**src/rtl/bocd_pkg.sv**
```systemverilog
// Package for the BER octet chunk deframer: shared types and constants.
// Used by the channel interfaces, the parser and the top level. It depends on nothing else.
package bocd_pkg;

  localparam int unsigned ByteW = 8;
  localparam int unsigned SizeW = 31;
  localparam int unsigned ChunkW = 16;

  localparam logic [ByteW-1:0] TagEoc = 8'h00;
  localparam logic [ByteW-1:0] TagOctets = 8'h04;
  localparam logic [ByteW-1:0] FormIndef = 8'h80;
  localparam logic [ByteW-1:0] FormLong1 = 8'h81;
  localparam logic [ByteW-1:0] FormLong2 = 8'h82;

  typedef enum logic [1:0] {
    ST_RUN = 2'd0,
    ST_OK  = 2'd1,
    ST_ERR = 2'd2
  } status_e;

  typedef enum logic [2:0] {
    PH_TAG     = 3'd0,
    PH_FORM    = 3'd1,
    PH_LEN1    = 3'd2,
    PH_LENHI   = 3'd3,
    PH_LENLO   = 3'd4,
    PH_PAYLOAD = 3'd5
  } phase_e;

  typedef struct packed {
    logic [ByteW-1:0] packed_byte;
    logic             end_of_buffer;
  } item_t;

  typedef struct packed {
    logic             byte_valid;
    logic [ByteW-1:0] out_byte;
    logic [1:0]       status;
  } result_t;

endpackage

```
**src/rtl/bocd_if.sv**
```systemverilog
// Valid/ready channel interfaces for the deframer: input bytes, results and configuration.
// Depends on bocd_pkg for the field widths.
interface bocd_in_if;
  logic                        valid;
  logic                        ready;
  logic [bocd_pkg::ByteW-1:0]  packed_byte;
  logic                        end_of_buffer;

  modport source (output valid, output packed_byte, output end_of_buffer, input ready);
  modport sink (input valid, input packed_byte, input end_of_buffer, output ready);
endinterface

interface bocd_out_if;
  logic                        valid;
  logic                        ready;
  logic                        byte_valid;
  logic [bocd_pkg::ByteW-1:0]  out_byte;
  logic [1:0]                  status;

  modport source (output valid, output byte_valid, output out_byte, output status, input ready);
  modport sink (input valid, input byte_valid, input out_byte, input status, output ready);
endinterface

interface bocd_cfg_if;
  logic                        valid;
  logic                        ready;
  logic [bocd_pkg::SizeW-1:0]  expected_size;

  modport source (output valid, output expected_size, input ready);
  modport sink (input valid, input expected_size, output ready);
endinterface

```
**src/rtl/bocd_parser.sv**
```systemverilog
// Header parser and payload counter: holds the stream state and decides each byte's result.
// Depends on bocd_pkg.
module bocd_parser (
  input  logic                          clk_i,
  input  logic                          rst_ni,
  input  logic                          step_i,
  input  bocd_pkg::item_t               item_i,
  input  logic [bocd_pkg::SizeW-1:0]    expected_size_i,
  output logic                          emit_o,
  output bocd_pkg::result_t             result_o
);
  import bocd_pkg::*;

  phase_e              phase_q, phase_d;
  logic                tag_is_end_q, tag_is_end_d;
  logic [ByteW-1:0]    length_high_q, length_high_d;
  logic [ChunkW-1:0]   chunk_left_q, chunk_left_d;
  logic [SizeW-1:0]    produced_q, produced_d;
  logic                swallow_q, swallow_d;

  status_e             status;
  status_e             finish_st;
  logic                valid;
  logic [ByteW-1:0]    b;
  logic                last;
  logic [ChunkW-1:0]   len;
  logic                len_known;
  logic [ChunkW-1:0]   chunk_dec;

  assign b = item_i.packed_byte;
  assign last = item_i.end_of_buffer;
  assign finish_st = (produced_q == expected_size_i) ? ST_OK : ST_ERR;
  assign chunk_dec = chunk_left_q - ChunkW'(1);

  always_comb begin
    phase_d = phase_q;
    tag_is_end_d = tag_is_end_q;
    length_high_d = length_high_q;
    chunk_left_d = chunk_left_q;
    produced_d = produced_q;
    swallow_d = swallow_q;
    status = ST_RUN;
    valid = 1'b0;
    len = '0;
    len_known = 1'b0;

    if (!swallow_q) begin
      unique case (phase_q)
        PH_TAG: begin
          if (expected_size_i == '0) begin
            status = ST_OK;
          end else if (b == TagEoc) begin
            tag_is_end_d = 1'b1;
            phase_d = PH_FORM;
          end else if (b == TagOctets) begin
            tag_is_end_d = 1'b0;
            phase_d = PH_FORM;
          end else begin
            status = ST_ERR;
          end
        end
        PH_FORM: begin
          if (b == FormIndef) begin
            status = tag_is_end_q ? finish_st : ST_ERR;
          end else if (b == FormLong1) begin
            phase_d = PH_LEN1;
          end else if (b == FormLong2) begin
            phase_d = PH_LENHI;
          end else if (b[ByteW-1]) begin
            status = ST_ERR;
          end else begin
            len = ChunkW'(b);
            len_known = 1'b1;
          end
        end
        PH_LEN1: begin
          if (!b[ByteW-1]) begin
            status = ST_ERR;
          end else begin
            len = ChunkW'(b);
            len_known = 1'b1;
          end
        end
        PH_LENHI: begin
          length_high_d = b;
          phase_d = PH_LENLO;
        end
        PH_LENLO: begin
          if (length_high_q == '0) begin
            status = ST_ERR;
          end else begin
            len = {length_high_q, b};
            len_known = 1'b1;
          end
        end
        PH_PAYLOAD: begin
          if (produced_q < expected_size_i) begin
            valid = 1'b1;
            produced_d = produced_q + SizeW'(1);
          end
          chunk_left_d = chunk_dec;
          if (chunk_dec == '0) begin
            phase_d = PH_TAG;
          end
        end
        default: begin
          status = ST_ERR;
        end
      endcase

      // A known length either closes the stream or opens a payload chunk.
      if (len_known) begin
        if (tag_is_end_q) begin
          status = finish_st;
        end else if (len == '0) begin
          status = ST_ERR;
        end else begin
          chunk_left_d = len;
          phase_d = PH_PAYLOAD;
        end
      end

      if (status == ST_RUN && last) begin
        status = ST_ERR;
      end
      if (status == ST_ERR) begin
        valid = 1'b0;
      end
      if (status != ST_RUN) begin
        swallow_d = 1'b1;
      end
    end

    // The flagged last byte always rearms the block once a status has been given.
    if (swallow_d && last) begin
      phase_d = PH_TAG;
      tag_is_end_d = 1'b0;
      length_high_d = '0;
      chunk_left_d = '0;
      produced_d = '0;
      swallow_d = 1'b0;
    end
  end

  assign emit_o = !swallow_q && (valid || status != ST_RUN);
  assign result_o.byte_valid = valid;
  assign result_o.out_byte = valid ? b : '0;
  assign result_o.status = status;

  always_ff @(posedge clk_i or negedge rst_ni) begin
    if (!rst_ni) begin
      phase_q <= PH_TAG;
      tag_is_end_q <= 1'b0;
      length_high_q <= '0;
      chunk_left_q <= '0;
      produced_q <= '0;
      swallow_q <= 1'b0;
    end else if (step_i) begin
      phase_q <= phase_d;
      tag_is_end_q <= tag_is_end_d;
      length_high_q <= length_high_d;
      chunk_left_q <= chunk_left_d;
      produced_q <= produced_d;
      swallow_q <= swallow_d;
    end
  end

endmodule

```
**src/rtl/ber_octet_chunk_deframer_unit.sv**
```systemverilog
// Top level of the BER octet chunk deframer: input register, parser and result register.
// Depends on bocd_pkg, the channel interfaces in bocd_if.sv and bocd_parser.
//
//   channel  dir  words carried
//   in_i     in   packed_byte, end_of_buffer
//   out_o    out  byte_valid, out_byte, status
//   cfg_i    in   expected_size
//
// One byte is accepted per cycle while the result register is not held by a stall on out_o. The
// parser works on it from the input register, and its result is held in the result register that drives out_o.
// Bytes that give no result leave nothing on out_o. Reset clears the stream state and sets
// expected_size to zero. A stall on out_o holds the result register and then the input register;
// the input stays ready whenever the input register is empty or can move on in the same cycle.
module ber_octet_chunk_deframer_unit (
  input  logic          clk_i,
  input  logic          rst_ni,
  bocd_in_if.sink       in_i,
  bocd_out_if.source    out_o,
  bocd_cfg_if.sink      cfg_i
);
  import bocd_pkg::*;

  logic                 s1_valid_q;
  item_t                s1_item_q;
  logic                 out_valid_q;
  result_t              out_res_q;
  logic [SizeW-1:0]     expected_size_q;
  logic                 adv;
  logic                 emit;
  result_t              res;

  assign adv = s1_valid_q && (!out_valid_q || out_o.ready);
  assign in_i.ready = !s1_valid_q || adv;
  assign cfg_i.ready = 1'b1;

  always_ff @(posedge clk_i or negedge rst_ni) begin
    if (!rst_ni) begin
      expected_size_q <= '0;
    end else if (cfg_i.valid) begin
      expected_size_q <= cfg_i.expected_size;
    end
  end

  always_ff @(posedge clk_i or negedge rst_ni) begin
    if (!rst_ni) begin
      s1_valid_q <= 1'b0;
    end else if (in_i.ready) begin
      s1_valid_q <= in_i.valid;
    end
  end

  always_ff @(posedge clk_i) begin
    if (in_i.valid && in_i.ready) begin
      s1_item_q.packed_byte <= in_i.packed_byte;
      s1_item_q.end_of_buffer <= in_i.end_of_buffer;
    end
  end

  bocd_parser u_parser (
    .clk_i           (clk_i),
    .rst_ni          (rst_ni),
    .step_i          (adv),
    .item_i          (s1_item_q),
    .expected_size_i (expected_size_q),
    .emit_o          (emit),
    .result_o        (res)
  );

  always_ff @(posedge clk_i or negedge rst_ni) begin
    if (!rst_ni) begin
      out_valid_q <= 1'b0;
    end else if (adv) begin
      out_valid_q <= emit;
    end else if (out_o.ready) begin
      out_valid_q <= 1'b0;
    end
  end

  always_ff @(posedge clk_i) begin
    if (adv && emit) begin
      out_res_q <= res;
    end
  end

  assign out_o.valid = out_valid_q;
  assign out_o.byte_valid = out_res_q.byte_valid;
  assign out_o.out_byte = out_res_q.out_byte;
  assign out_o.status = out_res_q.status;

endmodule

```
**src/flat_wrapper.sv**
```systemverilog
// flat-port wrapper written by rule: the top's interface ports become plain ports
module ber_octet_chunk_deframer_unit_flat import bocd_pkg::*;
  (clk_i, rst_ni, in_i_valid, in_i_packed_byte, in_i_end_of_buffer, in_i_ready, out_o_valid, out_o_byte_valid, out_o_out_byte, out_o_status, out_o_ready, cfg_i_valid, cfg_i_expected_size, cfg_i_ready);
  bocd_in_if in_i_i ();
  bocd_out_if out_o_i ();
  bocd_cfg_if cfg_i_i ();
  input  logic clk_i;
  input  logic rst_ni;
  input wire logic [$bits(in_i_i.valid)-1:0] in_i_valid;
  input wire logic [$bits(in_i_i.packed_byte)-1:0] in_i_packed_byte;
  input wire logic [$bits(in_i_i.end_of_buffer)-1:0] in_i_end_of_buffer;
  output wire logic [$bits(in_i_i.ready)-1:0] in_i_ready;
  output wire logic [$bits(out_o_i.valid)-1:0] out_o_valid;
  output wire logic [$bits(out_o_i.byte_valid)-1:0] out_o_byte_valid;
  output wire logic [$bits(out_o_i.out_byte)-1:0] out_o_out_byte;
  output wire logic [$bits(out_o_i.status)-1:0] out_o_status;
  input wire logic [$bits(out_o_i.ready)-1:0] out_o_ready;
  input wire logic [$bits(cfg_i_i.valid)-1:0] cfg_i_valid;
  input wire logic [$bits(cfg_i_i.expected_size)-1:0] cfg_i_expected_size;
  output wire logic [$bits(cfg_i_i.ready)-1:0] cfg_i_ready;
  assign in_i_i.valid = in_i_valid;
  assign in_i_i.packed_byte = in_i_packed_byte;
  assign in_i_i.end_of_buffer = in_i_end_of_buffer;
  assign in_i_ready = in_i_i.ready;
  assign out_o_valid = out_o_i.valid;
  assign out_o_byte_valid = out_o_i.byte_valid;
  assign out_o_out_byte = out_o_i.out_byte;
  assign out_o_status = out_o_i.status;
  assign out_o_i.ready = out_o_ready;
  assign cfg_i_i.valid = cfg_i_valid;
  assign cfg_i_i.expected_size = cfg_i_expected_size;
  assign cfg_i_ready = cfg_i_i.ready;
  ber_octet_chunk_deframer_unit u_core (.clk_i(clk_i), .rst_ni(rst_ni), .in_i(in_i_i), .out_o(out_o_i), .cfg_i(cfg_i_i));
endmodule
```
**config.mk**
```make
export PLATFORM = sky130hd
export DESIGN_NAME = ber_octet_chunk_deframer_unit_flat
export DESIGN_NICKNAME = d
export VERILOG_FILES = /design/src/rtl/bocd_pkg.sv /design/src/rtl/bocd_if.sv /design/src/rtl/bocd_parser.sv /design/src/rtl/ber_octet_chunk_deframer_unit.sv /design/src/flat_wrapper.sv
export SDC_FILE = /design/constraint.sdc
export NUM_CORES = 1
export LEC_CHECK = 0
export BUFFER_PORTS_ARGS = -buffer_cell sky130_fd_sc_hd__buf_2
export CAP_MARGIN = 20
export CORE_ASPECT_RATIO = 2
export CORE_UTILIZATION = 35
export CTS_CLUSTER_DIAMETER = 50
export DETAILED_ROUTE_END_ITERATION = 12
export GPL_TIMING_DRIVEN = 0
export HOLD_SLACK_MARGIN = 0.06
export SLEW_MARGIN = 40
export SYNTH_ARGS = -nofsm -noshare
export SYNTH_HDL_FRONTEND = slang
export SYNTH_SLANG_ARGS = --single-unit
```
**constraint.sdc**
```tcl
create_clock -name clk_i -period 3.3 [get_ports clk_i]
set_clock_uncertainty 0.05 [all_clocks]
set_input_delay 0.33 -clock clk_i [delete_from_list [all_inputs] [get_ports clk_i]]
set_output_delay 0.33 -clock clk_i [all_outputs]
set_load 0.01 [all_outputs]
```
==> summary.txt, run 1 <==
Timing
  • Final min period: 3.169 ns
  • Final worst path period share: 0.9602
  • Headroom to the max-slew limit: 0.4904
  • Final number of setup-violating endpoints: 0
  • Hold slack final: 0.06233 ns
  • Setup_tns: 0 ns
  • Slew @ Worst Pin: 0.7616 ns
  • Max-slew violation count: 0
  • Fmax: 315.6 MHz
  • Final Hold Viols: 0
  • RSZ-0062 raised after global routing: no

Global route
  • Largest net degree at the start of global routing: 65
  • Vias in the first global route: 6,198
  • GR Overflow Total: 0
  • GRT Resource Usage Total: 0.2316
  • Initial antenna violation count: 0
  • First-pass GRT wire length: 33,130 um

Worst setup path
  • R2R setup slack: 0.13 ns
  • Max Fanout on Critical Path: 9
  • CP most frequent cell: or4_4
  • Slowest CP cell: or4_4
  • RR Endpoint: u_core.out_o.out_byte[4]$_SDFFCE_PN0P_
  • CP cell instances: inv_1 > ha_1 > nand3_1 > or4_4 > or4_4 > a31oi_4 > nand4_1 > buf_4 > o21a_1 > buf_6 > nor3b_2
  • WP data arrival: 3.38 ns
  • Delay of the slowest cell on the worst path: 0.60 ns
  • CP Class: flop to flop
  • WP buf/inv: 3
  • CP delay by family, top: simple AND/OR/NAND/NOR gates
  • CP Launch Type: flop
  • CP endpoint kind: flop
  • Worst R2R Path Depth: 11
  • Worst path required time: 3.51 ns
  • Worst r2r src: u_core.expected_size_q[23]$_DFFE_PN0P_

Finish
  • Commonest non-fill, non-tap cell in the layout: dfrtp_1
  • Post-layout util: 0.4397
  • Share of cells above drive strength 1: 0.1609
  • Final nets: 899
  • Area of the multi-input gates: 0.003317 mm^2
  • Number of diodes: 0
  • Seq. cell area: 0.002934 mm^2
  • Fill count: 1,781
  • Most used cells in the layout excluding fill and tap cells: dfrtp_1, nand2_1, o21ai_0
  • Synth-to-layout area growth: 23.31%

Yosys
  • Post-Synthesis Cell Area: 0.006528 mm^2
  • Area share of the leading cell type in the synthesized netlist: 0.3565
  • EDFF count, synth: 20
  • Sequential area share after synthesis: 0.4485
  • Async SR Flop Fraction: 0.8230
  • Distinct cells, synth: 68
  • Primary FF master, synth: dfrtp_1
  • Post-synthesis register bit count: 113
  • Syn_area_per_cell: 9.079 um^2
  • Mapped Cells: 719
  • Syn_nets: 798
  • Ranking of synthesized cells by area: dfrtp_1, edfxtp_1, ha_1
  • Ys Warns: 0
  • Largest area contributor in the netlist: dfrtp_1

Pwr
  • Clk pwr share: 0.512
  • Switching share of power: 0.2562
  • Seq pwr share: 0.387
  • Peak VDD IR: 357.6 uV
  • P_leak: 3.392 nW
  • P_sw: 1.023 mW
  • Cell Int Power: 2.971 mW
  • Logic pwr share: 0.101
  • Power Density: 496.3 mW/mm^2

Run
  • Max-cap violations: 0

Route
  • Drc violations: 0
  • TritonRoute pass-1 iters: 4
  • Initial DRC count: 249
  • Post-Route WL: 21,180 um
  • DR vias/cell: 5.738
  • Antenna Nets Post-Route: 0
  • Via count: 6,019
  • DR WL/cell: 20.19 um

Clocking
  • Worst skew pair latency: 0.43 ns
  • CTS tree: built
  • CTS Sinks: 113
  • H-Tree Level Count: 4
  • Clock Pin Slew Worst Setup and Hold Paths: 0.06 ns
  • Clock root buffer: clkbuf_16
  • CTS max path bufs: 2
  • Clock buffer count from CTS: 17

Floorplanning
  • # IOs: 59
  • Initial Util: 0.3566
  • Core box area: 0.01831 mm^2
  • Die area: 0.01923 mm^2
  • Die Span X: 98.57 um
  • Rows: 70
  • Die height: 195.1 um

Place
  • GPL Wtd Cong: 0.9001
  • HPWL Detailed: 16,230 um
  • IO buf count: 56

Run status
  • Status: complete, no violations

Min path
  • Hold-critical path depth: 3
  • Hold Crit Class: input port to flop
  • Worst Hold End: u_core.expected_size_q[17]$_DFFE_PN0P_
  • Min-Delay Startpoint: cfg_i_expected_size[17]
-- power by group through the flow --
stage / clock network, mW / registers, mW / logic, mW
floorplan: 0 / 1.56 / 0.200
global placement: 0 / 1.58 / 0.362
detailed placement: 0 / 1.58 / 0.372
CTS: 2.06 / 1.55 / 0.396
global route: 2.13 / 1.55 / 0.450
finish: 2.05 / 1.55 / 0.403
-- worst reg2reg max path: cells and delay by family (launching register included) --
family,cells,cell delay [ns]
compound gates,2,0.39
buf+inv,3,0.41
flops,1,0.44
simple gates,5,1.45
fa+ha+maj,1,0.27
-- logic make-up (layout without fill, tap and decap cells) --
logic type,after synthesis,after routing,synth area share
xor+xnor,5,5,0.006709
buf+inv,88,202,0.05252
flops,113,113,0.4485
mux,3,3,0.004984
compound gates,205,205,0.1963
other cells,1,1,0.0005745
simple gates,270,270,0.2252
fa+ha+maj,34,34,0.06517
-- what timing repair did --
item                                    4_1_cts  5_1_grt
hold buffers                                 14        0
endpoints found under the hold margin        54        0
resized for setup                             8        9
endpoints found under the setup margin       31       34
buffers inserted                              6        5
pin swaps                                     3        4
-- worst max path at each step --
stage / startpoint / end / slack (ns) / depth (start not counted)
after floorplan: u_core.u_parser.produced_q[22]$_DFFE_PN0P_ / u_core.out_o.byte_valid$_DFFE_PP_ / 0.18 / 7
after global placement: u_core.expected_size_q[29]$_DFFE_PN0P_ / u_core.out_o.byte_valid$_DFFE_PP_ / -0.37 / 9
after detailed placement: u_core.expected_size_q[29]$_DFFE_PN0P_ / u_core.out_o.byte_valid$_DFFE_PP_ / -0.37 / 9
after CTS: u_core.u_parser.produced_q[25]$_DFFE_PN0P_ / u_core.out_o.out_byte[5]$_SDFFCE_PN0P_ / 0.002 / 10
after global routing: u_core.u_parser.produced_q[22]$_DFFE_PN0P_ / u_core.out_o.out_byte[4]$_SDFFCE_PN0P_ / 0.01 / 10
final: u_core.expected_size_q[23]$_DFFE_PN0P_ / u_core.out_o.out_byte[4]$_SDFFCE_PN0P_ / 0.13 / 11
-- sequential cells by signal, indices dropped and copies added (netlist names) --
signal,count
u_core.expected_size_q,31
u_core.u_parser.produced_q,31
u_core.u_parser.chunk_left_q,16
u_core.s1_item_q,9
u_core.out_o.out_byte,8
u_core.u_parser.length_high_q,8
u_core.u_parser.phase_q,3
u_core.out_o.status,2
u_core.out_o.byte_valid,1
u_core.out_o.valid,1
u_core.s1_valid_q,1
u_core.u_parser.swallow_q,1
u_core.u_parser.tag_is_end_q,1
-- per-stage QoR --
stage / setup WS, ns / std cells / instance area (um^2) / power (mW)
after global routing: 0.01340 / 1049 / 8049 / 4.132
after global placement: -0.3690 / 991 / 7078 / 1.938
after CTS: 0.001583 / 1044 / 7979 / 4.004
final: 0.1314 / 1049 / 8049 / 3.994
after floorplan: 0.1839 / 719 / 6528 / 1.759
after detailed placement: -0.3671 / 992 / 7119 / 1.949
-- routing by layer --
layer	global-route usage	routed length (um)	part of all wire	vias up
met5	0	0	0	-
met1	0.2049	6817	0.32	2917
met4	0.1741	1534	0.072	0
li1	-	-	-	2859
met3	0.03078	541	0.026	73
met2	0.4583	12280	0.58	170
-- layout make-up --
class                   count  area share
multi-input cells         518      0.4121
flip-flops and latches    113      0.3645
repair buffers             82     0.06715
clock buffers              18     0.05332
well taps                 216     0.03358
clock inverters            14     0.02643
inverters                  52     0.02425
plain buffers              36     0.01865
-- Yosys cell counts, drive strengths merged (17+ instances only) --
master / count
a21oi: 52
nor3: 17
clkbuf: 31
or3: 18
nor2: 42
ha: 34
inv: 52
dfrtp: 93
nand3: 30
nand2: 67
o21ai: 66
edfxtp: 20
Power figures use the tool's default switching activity.
==> run 2, diff against run 1 <==
--- a/config.mk
+++ b/config.mk
@@ -5,8 +5,8 @@
 export SDC_FILE = /design/constraint.sdc
 export NUM_CORES = 1
 export LEC_CHECK = 0
+export ABC_AREA = 1
 export BUFFER_PORTS_ARGS = -buffer_cell sky130_fd_sc_hd__buf_2
-export CAP_MARGIN = 20
 export CORE_ASPECT_RATIO = 2
 export CORE_UTILIZATION = 35
 export CTS_CLUSTER_DIAMETER = 50
==> run 2 against run 1 <==
Net effect:
- flip-flop and latch count unchanged
- utilization decreased by 1.3 points
- total power increased by 33%
- largest cell class unchanged
- synthesized area increased by 10%
- via count increased by 13%
- critical endpoint is now u_core.out_o.out_byte[3]$_SDFFCE_PN0P_
- synthesized cell count increased by 37%
==> summary.txt, run 2 <==
Run status
  • Status: complete, no violations

Yosys
  • Area share of the leading cell type in the synthesized netlist: 0.3239
  • Largest area contributor in the netlist: dfrtp_1
  • Async SR Flop Fraction: 0.8230
  • Distinct cells, synth: 37
  • Sequential area share after synthesis: 0.4075
  • Post-synthesis register bit count: 113
  • Primary FF master, synth: dfrtp_1
  • Most frequent cells after synthesis: nand2_1, nor2_1, inv_1
  • Syn_nets: 1,065
  • Syn_area_per_cell: 7.288 um^2
  • EDFF count, synth: 20
  • Mapped Cells: 986
  • Most frequent cell after synthesis: nand2_1
  • Ranking of synthesized cells by area: dfrtp_1, nand2_1, edfxtp_1
  • Ys Warns: 0
  • Post-Synthesis Cell Area: 0.007186 mm^2

Floorplanning
  • Die Span X: 103.3 um
  • # IOs: 59
  • Die height: 204.6 um
  • Rows: 73
  • Core box area: 0.02000 mm^2
  • Initial Util: 0.3592
  • Die area: 0.02114 mm^2

Global route
  • First-pass GRT wire length: 36,020 um
  • Vias in the first global route: 7,003
  • Grt peak-use layer: met2
  • Largest net degree at the start of global routing: 63
  • M3 GR Usage: 0.02934
  • GRT Resource Usage Total: 0.2336
  • Met1 GRT Util: 0.1955
  • GR Overflow Total: 0
  • Met2 Usage GRT: 0.4669
  • Initial antenna violation count: 0

Timing
  • Fmax: 350.1 MHz
  • Hold slack final: 0.07144 ns
  • Setup_tns: 0 ns
  • Headroom to the max-slew limit: 0.5931
  • Max-slew violation count: 0
  • Slew @ Worst Pin: 0.6104 ns
  • Final Hold Viols: 0
  • Final min period: 2.856 ns
  • Final number of setup-violating endpoints: 0
  • Final worst path period share: 0.8656
  • RSZ-0062 raised after global routing: no

Pwr
  • Power Density: 624.0 mW/mm^2
  • Peak VDD IR: 304.4 uV
  • Final Power: 5.329 mW
  • P_leak: 4.106 nW

Clocking
  • CTS tree: built
  • CTS max path bufs: 2
  • Clock Pin Slew Worst Setup and Hold Paths: 0.05 ns
  • H-Tree Level Count: 4
  • Clock root buffer: clkbuf_16
  • CTS Sinks: 113
  • Worst skew pair latency: 0.42 ns
  • Clock buffer count from CTS: 17
  • Post-CTS sizing: 0

Route
  • Initial DRC count: 300
  • Post-Route WL: 22,990 um
  • Drc violations: 0
  • DR WL/cell: 17.04 um
  • TritonRoute pass-1 iters: 5
  • DR vias/cell: 5.038
  • Antenna Nets Post-Route: 0
  • Via count: 6,796

Worst setup path
  • Worst path required time: 3.32 ns
  • R2R setup slack: 0.44 ns
  • Worst R2R Path Depth: 11
  • Worst r2r src: u_core.u_parser.produced_q[24]$_DFFE_PN0P_
  • CP Class: flop to flop
  • Critical path origin: u_core.u_parser.produced_q[24]$_DFFE_PN0P_
  • End point of the critical path: u_core.out_o.out_byte[3]$_SDFFCE_PN0P_
  • CP Launch Type: flop
  • CP endpoint kind: flop
  • RR Endpoint: u_core.out_o.out_byte[3]$_SDFFCE_PN0P_
  • WP data arrival: 2.88 ns
  • Max Fanout on Critical Path: 11

Finish
  • Synth-to-layout area growth: 18.86%
  • Fill count: 2,080
  • Final cell count without fillers: 1,349
  • Commonest non-fill, non-tap cell in the layout: nand2_1
  • Largest regs: u_core.expected_size_q: 31 flops, u_core.u_parser.produced_q: 31 flops, u_core.u_parser.chunk_left_q: 16 flops
  • Number of diodes: 0
  • Most used cells in the layout excluding fill and tap cells: nand2_1, nor2_1, inv_1
  • Share of cells above drive strength 1: 0.1003
  • Final nets: 1,153

Place
  • IO buf count: 56
  • GPL Wtd Cong: 0.9533
  • HPWL Detailed: 18,440 um
  • Placed insts: 1,305

Run
  • Max-cap violations: 0

Min path
  • Hold Crit Class: input port to flop
## run 2: cell types whose count changed after synthesis, moves of 17 or more
cell and delta:
or3_1 -18, nand3_1 +30, clkbuf_1 -17, nor2_1 +78, inv_1 +61, o21ai_0 +23, a21oi_1 -22, xor2_1 +20
nand2_1 +206
## run 2: cell type report
class / count / area, um^2 / area share
multi-input combinational: 731 / 3689 / 0.4319
sequential: 113 / 2928 / 0.3428
clock buffer: 21 / 450.4 / 0.05274
timing repair buffer: 69 / 437.9 / 0.05127
inverter: 116 / 435.4 / 0.05098
tap: 262 / 327.8 / 0.03838
clock inverter: 11 / 138.9 / 0.01626
buffer: 26 / 133.9 / 0.01568
## run 2: what timing repair did
| action | CTS | global route |
|---|---|---|
| setup buffers | 0 | 0 |
| hold buffers | 12 | 0 |
| hold endpoints to repair | 42 | 0 |
## run 2: worst max-delay path: stages, from the launching register on
cell,delay [ns]
dfrtp_1,0.49
ha_1,0.38
nand2_1,0.07
inv_1,0.03
o21ai_0,0.15
a21oi_1,0.08
nor4_1,0.21
o21ai_1,0.20
inv_2,0.12
nand3_4,0.12
buf_2,0.23
nand2_1,0.36
## run 2: how the worst min path moves through the flow
stage / endpoint / depth (start not counted) / slack [ns] / from
after floorplan: u_core.expected_size_q[0]$_DFFE_PN0P_ / 0 / -0.02 / rst_ni
after global placement: u_core.s1_item_q[6]$_DFFE_PP_ / 1 / 0.46 / in_i_packed_byte[5]
after detailed placement: u_core.expected_size_q[28]$_DFFE_PN0P_ / 1 / 0.16 / rst_ni
after CTS: u_core.expected_size_q[7]$_DFFE_PN0P_ / 3 / 0.06 / cfg_i_expected_size[7]
after global routing: u_core.expected_size_q[11]$_DFFE_PN0P_ / 3 / 0.08 / cfg_i_expected_size[11]
final: u_core.expected_size_q[7]$_DFFE_PN0P_ / 3 / 0.07 / cfg_i_expected_size[7]
## run 2: routing by layer
layer | share of wire | vias up
met5 | 0 | -
met4 | 0.076 | 0
met3 | 0.020 | 83
met2 | 0.59 | 123
met1 | 0.31 | 3183
li1 | - | 3407
## run 2: power by group
group | leakage, nW | switching (mW) | internal (mW)
Combinational | 2.40 | 1.20 | 0.521
Sequential | 1.42 | 0.158 | 1.60
Clock | 0.288 | 0.646 | 1.20
## run 2: cell families (layout without fill, tap and decap cells)
logic type               count (synthesis)  in the layout  share of synthesized area
AO/OA/AOI/OAI                          140            140                     0.1029
XOR/XNOR                                29             29                    0.03535
adder cells (fa/ha/maj)                 34             34                    0.05920
buffers and inverters                  142            243                    0.07922
flip-flops                             113            113                     0.4075
other                                    1              1                  0.0005219
AND/OR/NAND/NOR                        527            527                     0.3153
## run 2: per-stage QoR
stage,worst slack (ns),cell area (um^2),util
2_1_floorplan,1.007,7186,-
3_3_place_gp,0.4578,7794,0.3896
3_5_place_dp,0.4220,7831,0.3915
4_1_cts,0.4171,8541,0.4270
5_1_grt,0.1716,8541,0.4270
6_report,0.4436,8541,0.4270
